[config.mk]
export PLATFORM = sky130hd
export DESIGN_NAME = lfim_cordic
export DESIGN_NICKNAME = d
export VERILOG_FILES = /design/src/hw/rtl/lfim_pkg.sv /design/src/hw/rtl/lfim_cordic.sv
export SDC_FILE = /design/constraint.sdc
export NUM_CORES = 2
export LEC_CHECK = 0
export BUFFER_PORTS_ARGS = -buffer_cell sky130_fd_sc_hd__buf_2
export CORE_UTILIZATION = 54
export CTS_CLUSTER_SIZE = 12
export DETAILED_ROUTE_END_ITERATION = 10
export GPL_TIMING_DRIVEN = 0
export PLACE_DENSITY = 0.8
export SLEW_MARGIN = 20
export SYNTH_ARGS = -nofsm -noshare
export SYNTH_HDL_FRONTEND = slang
export SYNTH_SLANG_ARGS = --single-unit
[constraint.sdc]
create_clock -name clk -period 7.1 [get_ports clk]
set_input_delay 0.71 -clock clk [delete_from_list [all_inputs] [get_ports clk]]
set_output_delay 0.71 -clock clk [all_outputs]
set_load 0.05 [all_outputs]
[src/hw/rtl/lfim_pkg.sv]
// Shared constants, types and fixed-point helpers for the line interaction matrix block.
`timescale 1ns / 1ps
package lfim_pkg;

	localparam int FRAC_BITS         = 16;
	localparam int CORDIC_STAGES_DEF = 16;
	localparam int ATAN_N            = 24;
	localparam int CFRAC             = 30;
	localparam int RSH               = CFRAC - FRAC_BITS;

	localparam int QW  = 32;   // Q16.16 word
	localparam int THW = 19;   // theta field
	localparam int ZW  = 35;   // CORDIC angle accumulator
	localparam int XW  = 34;   // CORDIC x/y datapath
	localparam int SCW = 18;   // rounded sine/cosine

	localparam int DW      = QW + FRAC_BITS;  // dividend bits after scaling
	localparam int DIV_LAT = DW + 2;

	localparam logic signed [ZW-1:0] PI_C      = 35'sd3373259426;
	localparam logic signed [ZW-1:0] HALF_PI_C = 35'sd1686629713;
	localparam logic signed [ZW-1:0] TWO_PI_C  = 35'sd6746518852;
	localparam logic signed [XW-1:0] GAIN_C    = 34'sd652032874;

	localparam longint PI_F  = (64'sd3373259426 + (64'sd1 <<< (RSH - 1))) >>> RSH;
	localparam logic signed [20:0] PI_FW = 21'(PI_F);
	localparam logic signed [20:0] TP_FW = 21'(2 * PI_F);

	localparam logic signed [QW-1:0] S_MAX = 32'sh7FFF_FFFF;
	localparam logic signed [QW-1:0] S_MIN = 32'sh8000_0000;
	localparam logic signed [QW-1:0] ONE_Q = 32'sd1 <<< FRAC_BITS;

	typedef enum logic [2:0] {
		REG_PLANE_A        = 3'd0,
		REG_PLANE_B        = 3'd1,
		REG_PLANE_C        = 3'd2,
		REG_PLANE_D        = 3'd3,
		REG_PLANE_D_MIN    = 3'd4,
		REG_FEATURE_SELECT = 3'd5
	} cfg_idx_t;

	typedef enum logic {
		ROW_RHO   = 1'b0,
		ROW_THETA = 1'b1
	} row_kind_t;

	typedef struct packed {
		logic [1:0]           mask;
		logic signed [QW-1:0] rho_err;
		logic signed [QW-1:0] th_err;
	} side_t;

	typedef struct packed {
		side_t                 side;
		logic signed [SCW-1:0] co;
		logic signed [SCW-1:0] si;
		logic signed [QW-1:0]  rho;
	} carry_t;

	typedef struct packed {
		carry_t               c;
		logic signed [QW-1:0] m3r;
		logic signed [QW-1:0] m4r;
		logic signed [QW-1:0] m3t;
		logic signed [QW-1:0] m4t;
	} mid_t;

	typedef struct packed {
		logic signed [QW-1:0] vx;
		logic signed [QW-1:0] vy;
		logic signed [QW-1:0] vz;
		logic signed [QW-1:0] wx;
		logic signed [QW-1:0] wy;
		logic signed [QW-1:0] wz;
		logic signed [QW-1:0] err;
	} row_t;

	function automatic logic signed [QW-1:0] sat64(input logic signed [63:0] v);
		if (v > 64'sd2147483647) return S_MAX;
		if (v < -64'sd2147483648) return S_MIN;
		return v[QW-1:0];
	endfunction

	function automatic logic signed [QW-1:0] mulq(input logic signed [QW-1:0] a,
			input logic signed [QW-1:0] b);
		logic signed [63:0] p;
		logic signed [63:0] r;
		p = 64'(a) * 64'(b);
		r = (p + (64'sd1 <<< (FRAC_BITS - 1))) >>> FRAC_BITS;
		return sat64(r);
	endfunction

	function automatic logic signed [QW-1:0] add_sat(input logic signed [QW-1:0] a,
			input logic signed [QW-1:0] b);
		logic signed [QW:0] s;
		s = {a[QW-1], a} + {b[QW-1], b};
		if (s[QW] != s[QW-1]) return s[QW] ? S_MIN : S_MAX;
		return s[QW-1:0];
	endfunction

	function automatic logic signed [QW-1:0] sub_sat(input logic signed [QW-1:0] a,
			input logic signed [QW-1:0] b);
		logic signed [QW:0] s;
		s = {a[QW-1], a} - {b[QW-1], b};
		if (s[QW] != s[QW-1]) return s[QW] ? S_MIN : S_MAX;
		return s[QW-1:0];
	endfunction

	function automatic logic signed [QW-1:0] neg_sat(input logic signed [QW-1:0] a);
		if (a == S_MIN) return S_MAX;
		return -a;
	endfunction

	function automatic logic signed [ZW-1:0] atan_c(input int i);
		case (i)
			0:       return 35'sd843314857;
			1:       return 35'sd497837829;
			2:       return 35'sd263043837;
			3:       return 35'sd133525159;
			4:       return 35'sd67021688;
			5:       return 35'sd33543516;
			6:       return 35'sd16775851;
			7:       return 35'sd8388437;
			8:       return 35'sd4194283;
			9:       return 35'sd2097149;
			10:      return 35'sd1048576;
			11:      return 35'sd524288;
			12:      return 35'sd262144;
			13:      return 35'sd131072;
			14:      return 35'sd65536;
			15:      return 35'sd32768;
			16:      return 35'sd16384;
			17:      return 35'sd8192;
			18:      return 35'sd4096;
			19:      return 35'sd2048;
			20:      return 35'sd1024;
			21:      return 35'sd512;
			22:      return 35'sd256;
			23:      return 35'sd128;
			default: return '0;
		endcase
	endfunction

endpackage

[src/hw/rtl/lfim_cordic.sv]
// Pipelined CORDIC producing cosine and sine of the line angle.
`timescale 1ns / 1ps
module lfim_cordic #(
	parameter int STAGES = lfim_pkg::CORDIC_STAGES_DEF
) (
	input  logic                                clk,
	input  logic                                en,
	input  logic signed [lfim_pkg::THW-1:0]     theta,
	output logic signed [lfim_pkg::SCW-1:0]     cos_o,
	output logic signed [lfim_pkg::SCW-1:0]     sin_o
);
	import lfim_pkg::*;

	localparam int NC = (STAGES > ATAN_N) ? ATAN_N : STAGES;

	logic signed [ZW-1:0] z_s [0:NC];
	logic signed [XW-1:0] x_s [0:NC];
	logic signed [XW-1:0] y_s [0:NC];
	logic                 flip_s [0:NC];

	logic signed [ZW-1:0] z_in;
	logic signed [ZW-1:0] z_wrap;
	logic signed [ZW-1:0] z_fold;
	logic                 fold;
	logic signed [XW-1:0] x_f;
	logic signed [XW-1:0] y_f;
	logic signed [XW-1:0] x_r;
	logic signed [XW-1:0] y_r;

	// bring angle into [-pi, pi], then fold into [-pi/2, pi/2]
	always_comb begin
		z_in = ZW'(theta) <<< RSH;
		if (z_in > PI_C) begin
			z_wrap = z_in - TWO_PI_C;
		end else if (z_in < -PI_C) begin
			z_wrap = z_in + TWO_PI_C;
		end else begin
			z_wrap = z_in;
		end
		fold = 1'b0;
		z_fold = z_wrap;
		if (z_wrap > HALF_PI_C) begin
			z_fold = z_wrap - PI_C;
			fold = 1'b1;
		end else if (z_wrap < -HALF_PI_C) begin
			z_fold = z_wrap + PI_C;
			fold = 1'b1;
		end
	end

	always_ff @(posedge clk) begin
		if (en) begin
			z_s[0]    <= z_fold;
			x_s[0]    <= GAIN_C;
			y_s[0]    <= '0;
			flip_s[0] <= fold;
		end
	end

	for (genvar i = 0; i < NC; i++) begin : g_rot
		always_ff @(posedge clk) begin
			if (en) begin
				flip_s[i+1] <= flip_s[i];
				if (!z_s[i][ZW-1]) begin
					x_s[i+1] <= x_s[i] - (y_s[i] >>> i);
					y_s[i+1] <= y_s[i] + (x_s[i] >>> i);
					z_s[i+1] <= z_s[i] - atan_c(i);
				end else begin
					x_s[i+1] <= x_s[i] + (y_s[i] >>> i);
					y_s[i+1] <= y_s[i] - (x_s[i] >>> i);
					z_s[i+1] <= z_s[i] + atan_c(i);
				end
			end
		end
	end

	always_comb begin
		x_f = flip_s[NC] ? -x_s[NC] : x_s[NC];
		y_f = flip_s[NC] ? -y_s[NC] : y_s[NC];
		x_r = (x_f + (XW'(1) <<< (RSH - 1))) >>> RSH;
		y_r = (y_f + (XW'(1) <<< (RSH - 1))) >>> RSH;
	end

	always_ff @(posedge clk) begin
		if (en) begin
			cos_o <= x_r[SCW-1:0];
			sin_o <= y_r[SCW-1:0];
		end
	end

endmodule

Word-level counts from Yosys, hierarchy flattened. Memory sizes are Yosys's and may differ from the RTL's. Index checks and enable logic that the tools add are counted.

Bits in registers: 36. Bits in writable memories: 1768. Input bits: 21. Output and inout bits: 36. Word-level logic and storage cells: 315. Memories: 4.

Memories: z_s (depth 17, bits a word 35, read ports 16, clocked after Yosys merged registers in 0, wr ports 17, line lfim_cordic.sv:16) `logic signed [ZW-1:0] z_s [0:NC];`; x_s (depth 17, bits a word 34, read ports 17, clocked after Yosys merged registers in 0, wr ports 17, line lfim_cordic.sv:17) `logic signed [XW-1:0] x_s [0:NC];`; y_s (depth 17, bits a word 34, read ports 17, clocked after Yosys merged registers in 0, wr ports 17, line lfim_cordic.sv:18) `logic signed [XW-1:0] y_s [0:NC];`; flip_s (depth 17, bits a word 1, read ports 17, clocked after Yosys merged registers in 0, wr ports 17, line lfim_cordic.sv:19) `logic flip_s [0:NC];`.

Add/sub/neg operators: 103. Order comparisons: 4. Muxes and demuxes: 154. Bitwise logic cells: 48.

Operators with widths (number): 34-bit 2-to-1 mux (32); 35-bit 2-to-1 mux (20); 1-bit 2-to-1 mux (100); 35-bit by 22-bit adder with 35-bit output (second input constant) (2); 35-bit by 22-bit subtractor with 35-bit output (second input constant) (2); 34-bit by 19-bit adder with 34-bit output (2); 34-bit by 20-bit adder with 34-bit output (2); 34-bit by 21-bit adder with 34-bit output (2); 34-bit by 22-bit adder with 34-bit output (2); 34-bit by 23-bit adder with 34-bit output (2); 34-bit by 24-bit adder with 34-bit output (2); 34-bit by 25-bit adder with 34-bit output (2); 34-bit by 26-bit adder with 34-bit output (2); 34-bit by 27-bit adder with 34-bit output (2); 34-bit by 28-bit adder with 34-bit output (2); 34-bit by 29-bit adder with 34-bit output (2); 34-bit by 30-bit adder with 34-bit output (2); 34-bit by 31-bit adder with 34-bit output (2); 34-bit by 32-bit adder with 34-bit output (2); 34-bit by 33-bit adder with 34-bit output (2); 34-bit by 19-bit subtractor with 34-bit output (2); 34-bit by 20-bit subtractor with 34-bit output (2); 34-bit by 21-bit subtractor with 34-bit output (2); 34-bit by 22-bit subtractor with 34-bit output (2); 53 further kinds (115).

Longest topological paths before layout.
Word-level depth: 6. Gate-level depth with buffers: 24.

Worst setup path before layout. Ideal clock, no wire load.

Path type: input to register. From: input en. To: memory x_s[6][32], data pin. Arrival time: 5.506 ns. Path slack: 1.337 ns. Cell stages on the path: 20. Path buffers: 4. Path through: clkbuf_1 > clkbuf_1 > nand2_1 > inv_1 > clkbuf_1 > buf_1 > nor2_1 > xor2_1 > ha_1 > a21o_1 > a21oi_1 > o21bai_1 > a2111oi_0 > nor2_1 > a2111oi_1 > o31ai_1 > or4b_1 > a31o_2 > a21oi_1 > xnor2_1.

RTL lines: start: declaration (line lfim_cordic.sv:7) `input logic en,`; end: declaration (line lfim_cordic.sv:17).

==> impl_results.md <==
- Status: finished, final reports clean
- FFs w/ async S/R, synth: 0%
- Final wirelength: around 300 mm
- Area added between synthesis and finish: 8.053%
- Post-Syn Area: approximately 0.12 mm²
- CTS Hold Bufs: 0
- Core area: 0.2273 mm²
- PortBufs: 50
- Fillers: roughly 19000
- DRT iter0 DRCs: about 8000
- Pre-antenna DRT Iters: 8
- Startpoint types: input pin
- Maximum buffer depth of the clock tree: 3
- # rows: 175
- RSZ-0062 raised after global routing: no
- Final RePlAce weighted congestion: about 1
- Actual slew at the worst max-slew pin: 1.098 ns
- ANT nets after route: 0
- Setup WS pre-CTS: -1.137 ns
- Number of CTS-inserted buffers: 165
- Detailed Place HPWL: 238.0 mm
- Slew Limit Fails: 0
- Final hold violation count: 0
- # DRC: 0
- Remaining Overflow, GRT: 0
- Io pins: between 50 and 60
- CTS root buf: clkbuf_16
- CTS Sinks: between 1000 and 1500
- Final min period: about 7 ns
- Setup_tns: 0 ns
- Met3 Usage GRT: about 3.5%
- Post-synth EDFFs: 1474
- Max FO, Critical Path: 54
- Die Width: ~480 µm
- Commonest non-fill, non-tap cell in the layout: edfxtp_1
- Hold WC Path Type: input pin to flip-flop
- Primary FF master, synth: edfxtp_1
- Total GRT Usage: approximately a quarter
- Netlist cell types: 106
- Post-Route Skew: about 0.049 ns
- Die height: 480.3 µm
- Final instance area: around 0.13 mm²
- Seq/Total Area, Yosys: about 36%
- Largest net degree at the start of global routing: between 60 and 70
- GRT met2 Usage: between 40 and 50%
- Die area: 0.2307 mm²
- Slew HR: between 20% and 30%
- Syn. warnings: 0
- Avg Synthesized Cell Area: between 9 and 10 µm²
- Initial Util: 54.35%
- Peak Freq: 146.4 MHz
- Yosys reg bits: between 1000 and 1500
- Most frequent cells in the layout: edfxtp_1, ha_1, xnor2_1, a21oi_1, nor2_1
- Vias in the first global route: 92920
- Layout net count: ~14000
- Layout cell share with drive strength beyond 1: ~4.3%
- Grt peak-use layer: met2
- Critical Path End Type: flip-flop
- H-tree level count: 4
- Clk_lat worst skew: a little over 0.8 ns
- First-pass GRT wire length: 483.8 mm
- Max-cap viol count: 0
- Syn_nets: 14230
- Via count: roughly 100000
- Clock transition at path regs: around 0.060 ns
- Initial antenna violation count: 2
- CTS resizes: 2
- Synth Instances: roughly 13000
- Final period util: between 90% and 100%
- TritonCTS clock tree: built
- Placed inst area: about 0.13 mm²
- Drt wl/cell: 18.75 µm
- Vias per std cell: around 6.1
- CP arrival: about 7.4 ns
- CP required: about 7.6 ns
- Met1 Use GR: 31.89%
- Kind of critical path: input pin to flip-flop
- Setup ws final: 0.2689 ns
- Final Setup Violations: 0
- Post-CTS Setup Bufs: 0
- Register-to-register setup slack: a little under 0.9 ns
## stage by stage
step | instances | util (%) | hold slack [ns]
4_1_cts | 16170 | 58.71 | 0.2594
3_3_place_gp | 15860 | 56.11 | 0.4019
6_report | 16170 | 58.72 | 0.3289
5_1_grt | 16170 | 58.72 | 0.2955
3_5_place_dp | 15890 | 56.42 | 0.4056
2_1_floorplan | 12800 | - | 0.4003
## synthesized netlist by cell type, drive strengths merged (20+ instances only)
master   instances  area (µm²)
edfxtp        1474       44260
ha            1366       17090
xnor2         1264       11090
a21oi         1237        6206
nor2           988        3716
o21ai          709        3552
nand2          708        2658
xor2           619        5421
inv            523        1963
a21o           518        3889
nor3           340        1713
nand3          244        1221
o21a           205        1546
nand2b         201        1257
o21bai         171        1284
clkbuf         167       626.9
nor2b          161        1007
o31ai          140        1061
a211oi         130       980.9
a31oi          129       807.0
and3           121       757.0
or3            103       644.4
nor4            99       631.9
and2            94       588.1
nand4           88       550.5
or2             68       425.4
o41ai           64       583.1
o211ai          61       476.7
mux2            56       630.6
buf             51       254.0
mux2i           47       470.5
or4             45       345.3
a31o            42       367.9
fa              41       820.8
a211o           35       306.5
a2111oi         33       292.8
a21boi          33       247.7
nand3b          30       225.2
o31a            29       262.8
a221oi          28       245.2
and4            26       227.7
nor3b           26       195.2
o22ai           26       162.7
a41oi           22       192.7
o2111ai         20       175.2
## registers in the layout (all words and copies together), names as in the netlist
name,cells
cos_o,18
flip_s,16
sin_o,18
y_s,509
z_s,431
x_s,482
## per-layer routing
layer,vias up,wire [µm]
met4,2,14340
met2,3157,144200
met5,-,13
met3,736,17470
met1,46250,127000
li1,48230,-
## kinds of logic after synthesis
| logic type | synth area share, % |
|---|---|
| fa+ha+maj | 14.51 |
| flops | 35.84 |
| buf+inv | 2.321 |
| mux | 0.8914 |
| compound gates | 19.76 |
| xor+xnor | 13.40 |
| simple gates | 13.28 |
## final timing paths
| check | from | to | depth (start not counted) |
|---|---|---|---|
| worst max-delay path | en | y_s[11][32] | 23 |
| worst min-delay path | en | z_s[0][33] | 1 |
| worst max register to register | z_s[14][34] | x_s[15][32] | 18 |
| worst min register to register | z_s[11][18] | z_s[12][18] | 0 |
## worst max-delay path, stage by stage
cell and delay [ns]:
buf_6 0.29, buf_16 0.29, clkbuf_2 0.23, buf_12 0.20
clkbuf_2 0.20, buf_12 0.20, and2_1 0.32, clkbuf_1 0.37
inv_1 0.12, clkbuf_2 0.45, mux2i_2 0.51, fa_1 0.30
a21o_1 0.15, a211o_1 0.13, a21oi_1 0.11, a221oi_1 0.58
o211ai_1 0.30, o311ai_1 0.52, nand3_1 0.27, a311oi_1 0.49
a311oi_1 0.18, o21bai_1 0.17, xor2_1 0.09
## area by class of cell
type	count	area (µm²)	area share [%]
multi-input combinational	10580	76410	57.25
sequential	1474	44260	33.16
clock buffer	211	4408	3.303
tap	3009	3765	2.821
inverter	529	1986	1.488
buffer	217	968.4	0.7256
timing repair buffer	74	864.6	0.6478
clock inverter	69	789.5	0.5916
antenna	3	7.507	0.005625
Power is not shown: default switching activity piles up to over one toggle a cycle in this logic, so the estimate is an artifact.
